File: config.mk
export PLATFORM = sky130hd
export DESIGN_NAME = ampq_ram
export DESIGN_NICKNAME = d
export VERILOG_FILES = /design/src/ampq_ram.sv
export SDC_FILE = /design/constraint.sdc
export NUM_CORES = 2
export LEC_CHECK = 0
export BUFFER_PORTS_ARGS = -buffer_cell sky130_fd_sc_hd__buf_2
export CAP_MARGIN = 20
export CORE_ASPECT_RATIO = 1.5
export CORE_MARGIN = 5
export CORE_UTILIZATION = 37
export CTS_CLUSTER_DIAMETER = 50
export DETAILED_ROUTE_END_ITERATION = 16
export PLACE_DENSITY = 0.58
export SYNTH_ARGS = -nofsm -noshare
export SYNTH_HDL_FRONTEND = slang
export SYNTH_SLANG_ARGS = --single-unit
File: constraint.sdc
create_clock -name i_clk -period 4.7 [get_ports i_clk]
set_input_delay 0.235 -clock i_clk [delete_from_list [all_inputs] [get_ports i_clk]]
set_output_delay 0.235 -clock i_clk [all_outputs]
set_load 0.02 [all_outputs]
File: src/ampq_ram.sv
// ----------------------------------------------------------------------------
// ampq_ram
// Single-port synchronous RAM, one access per cycle, registered read (old data on a write).
// ----------------------------------------------------------------------------
`default_nettype none
module ampq_ram #(
    parameter int WIDTH = 8,
    parameter int DEPTH = 256
) (
    input  wire logic                     i_clk,
    input  wire logic                     i_we,
    input  wire logic [$clog2(DEPTH)-1:0] i_addr,
    input  wire logic [WIDTH-1:0]         i_wdata,
    output logic      [WIDTH-1:0]         o_rdata
);
    logic [WIDTH-1:0] mem [DEPTH];

    always_ff @(posedge i_clk) begin
        if (i_we) begin
            mem[i_addr] <= i_wdata;
        end
        o_rdata <= mem[i_addr];
    end
endmodule
`default_nettype wire
==> metrics.md <==
| Metric | Value |
|---|---|
| Clk_lat worst skew | 0.83 ns |
| H-tree depth | 4 |
| Post-route antenna net violation count | 0 |
| Delay of the slowest cell on the worst path | 1.03 ns |
| Hold Path Class | in -> reg |
| Initial Util | 37.1% |
| Drc violations | 0 |
| Net count after synthesis | 3,565 |
| Layout area overhead | 13.8% |
| DIE WIDTH | 386 um |
| Post-Route Setup TNS | 0 ns |
| Max IR drop VDD | 0.277 mV |
| Final cycle utilization of the critical path | 72.6% |
| WL/cell | 29.2 um |
| Clock Pin Slew Worst Setup and Hold Paths | 0.07 ns |
| CTS tree | yes |
| Kind of end point of the critical path | flip-flop |
| Die extent in y | 574 um |
| Sequential Power Share | 55.2% |
| Multi-input gate area | 15,800 sq um |
| CTS Buffer Depth | 4 |
| Setup CP Type | in -> reg |
| DRT Pass-1 Iters | 5 |
| Worst EP arrival | 4.07 ns |
| Post-synthesis cell type count | 22 |
| Clk pwr share | 40.0% |
| Pint | 29.0 mW |
| Routed via count | 37.2k |
| Clock root cell | clkbuf_16 |
| Syn avg cell area | 22.1 sq um |
| Critical path, cell by cell | buf_8 > buf_12 > buf_4 > mux4_2 > a22oi_1 > a21oi_1 > o41ai_1 > buf_4 > nand4_1 |
| Register area | 61,700 sq um |
| Setup bufs post-CTS | 0 |
| Share of cells above drive strength 1 | 26.7% |
| Largest net degree at the start of global routing | 185 |
| Syn Inst Count | 3,547 |
| CTS sink count | 2,056 |
| Worst setup SP type | input port |
| Fin. max-slew vios | 0 |
| Core footprint | 212,000 sq um |
| CP most frequent cell | buf_4 |
| Final setup violation count | 0 |
| Synth warn | 0 |
| PD cells | 410 nW/um^2 |
| Slew @ Worst Pin | 1.22 ns |
| Setup Skew | 0.0488 ns |
| Final Wtd Congestion | 0.786 |
| Nets@finish | 3,803 |
| Psw | 7.68 mW |
| Top Metal Used | met5 |
| Total CTS buffers | 185 |
| Count of input and output buffers | 25 |
| Routed wl met2 | 104,000 um |
| P_leak | 27.0 nW |
| Vias in the first global route | 39.1k |
| Via/cell ratio | 5.50 |
| Crit path buffers/inverters | 4 |
| Min cycle time layout | 3.41 ns |
| Final Hold Vio Count | 0 |
| DRT Wirelength | 197,000 um |
| First-pass GRT wire length | 285,000 um |
| Min Hold Slack | 0.0236 ns |
| Worst Path Max Fanout | 62 |
| Post-synthesis sequential element count | 2,056 |
| Number of max-cap violations | 0 |
| # rows | 207 |
| Slowest CP cell | o41ai_1 |
| Seq/Total Area, Yosys | 78.6% |
| GRT Util Overall | 17.6% |
| Ports | 26 |
| Post-DP HPWL | 119,000 um |
| Initial DRC Count | 3,516 |
| Slew HR | 18.6% |
| Mapped cell area | 78,500 sq um |
| DIE AREA | 222,000 sq um |
| Req. time, crit path | 5.36 ns |
| RSZ-0062 raised after global routing | no |
| Delay-heaviest family, CP | compound AO/OA/AOI/OAI gates |
| Status | completed |
| Global route total overflow | 0 |
| Comb power frac | 4.8% |
| Routed length on met3 | 10,300 um |
| WL met1 | 75,000 um |
| Filler cell count | 18.2k |
| Fmax | 0.293 GHz |
| Sw Share | 21.0% |
| Initial antenna violation count | 8 |
[cell families after synthesis]
family / after synthesis / share of synthesized area, %
and+or+nand+nor: 330 / 1.73
muxes: 512 / 14.7
AOI/OAI and AO/OA: 416 / 3.62
buffers and inverters: 233 / 1.40
DFF: 2056 / 78.6
[power by group through the flow]
stage,combinational (mW),sequential [mW],clock (mW)
4_1_cts,1.79,20.2,14.9
6_report,1.75,20.2,14.7
3_5_place_dp,1.79,20.6,0
5_1_grt,1.85,20.2,15.6
2_1_floorplan,0.898,20.6,0
3_3_place_gp,1.76,20.6,0
[flip-flops by register name, indices dropped and copies added (netlist names)]
name,cells
mem,2048
o_rdata,8
[path summary, 6_finish.rpt]
kind / startpoint / cells past startpoint / end / slack, ns
worst min-delay path: i_wdata[7] / 1 / mem[136][7]$_DFFE_PP_ / 0.02
worst max-delay path: i_addr[0] / 9 / o_rdata[1]$_DFF_P_ / 1.29
worst min register to register: mem[65][0]$_DFFE_PP_ / 5 / o_rdata[0]$_DFF_P_ / 0.96
worst max register to register: mem[136][1]$_DFFE_PP_ / 6 / o_rdata[1]$_DFF_P_ / 1.77
[synth_stat cells]
cell	count	area, sq um
buf_6	16	180
a22oi_1	256	1920
nor2b_1	7	43.8
nor3_1	30	150
inv_1	1	3.75
nand3_1	13	65.1
buf_2	36	180
nand2b_1	6	37.5
or3_1	1	6.26
dfxtp_1	8	160
and2_1	3	18.8
buf_1	19	71.3
nand4_1	8	50.1
buf_4	16	120
edfxtp_1	2048	61500
clkbuf_1	145	544
mux4_2	512	11500
nand2_1	28	105
nor2_1	232	871
o41ai_1	32	280
a21oi_1	128	641
or2_2	2	12.5
[layer usage]
layer | up-vias | GRT usage (%)
li1 | 15500 | -
met1 | 20200 | 21.9
met5 | - | 0
met3 | 320 | 2.65
met4 | 2 | 6.66
met2 | 1165 | 31.1
[cell type report]
cell class	instances	area share, %
inverters	1	0.00420
flip-flops and latches	2056	69.0
clock buffers	228	5.46
diodes	9	0.0252
repair buffers	283	2.90
multi-input cells	1258	17.7
well taps	2821	3.95
clock inverters	100	0.975
[through the flow]
| step | cells | utilization, % | instance area [sq um] | total power, mW | worst slack, ns |
|---|---|---|---|---|---|
| global placement | 6410 | 39.4 | 83500 | 22.4 | 0.0262 |
| global route | 6748 | 42.2 | 89300 | 37.7 | 1.13 |
| CTS | 6747 | 42.2 | 89300 | 37.0 | 1.20 |
| floorplan | 3547 | - | 78500 | 21.5 | 2.25 |
| finish | 6756 | 42.2 | 89300 | 36.6 | 1.29 |
| detailed placement | 6414 | 39.5 | 83500 | 22.4 | 0.346 |
[cells in the final DEF (no fill, tap or decap), types with 9 or more instances in the layout]
master / synthesis / final
clkinv_2: 0 / 31
clkinv_1: 0 / 42
edfxtp_1: 2048 / 2048
bufinv_16: 0 / 14
buf_12: 0 / 32
nor3_1: 30 / 30
diode_2: 0 / 9
nor2_1: 232 / 231
buf_4: 16 / 218
o41ai_1: 32 / 31
buf_2: 36 / 17
clkbuf_16: 0 / 188
nand3_1: 13 / 10
a21oi_1: 128 / 128
nand2_1: 28 / 28
a22oi_1: 256 / 256
clkbuf_1: 145 / 38
mux4_2: 512 / 512
[repair_timing]
item	in CTS	in global routing
hold buffers	5	0
hold endpoints to repair	284	0
resized for setup	0	0
(Power assumes the default switching activity.)
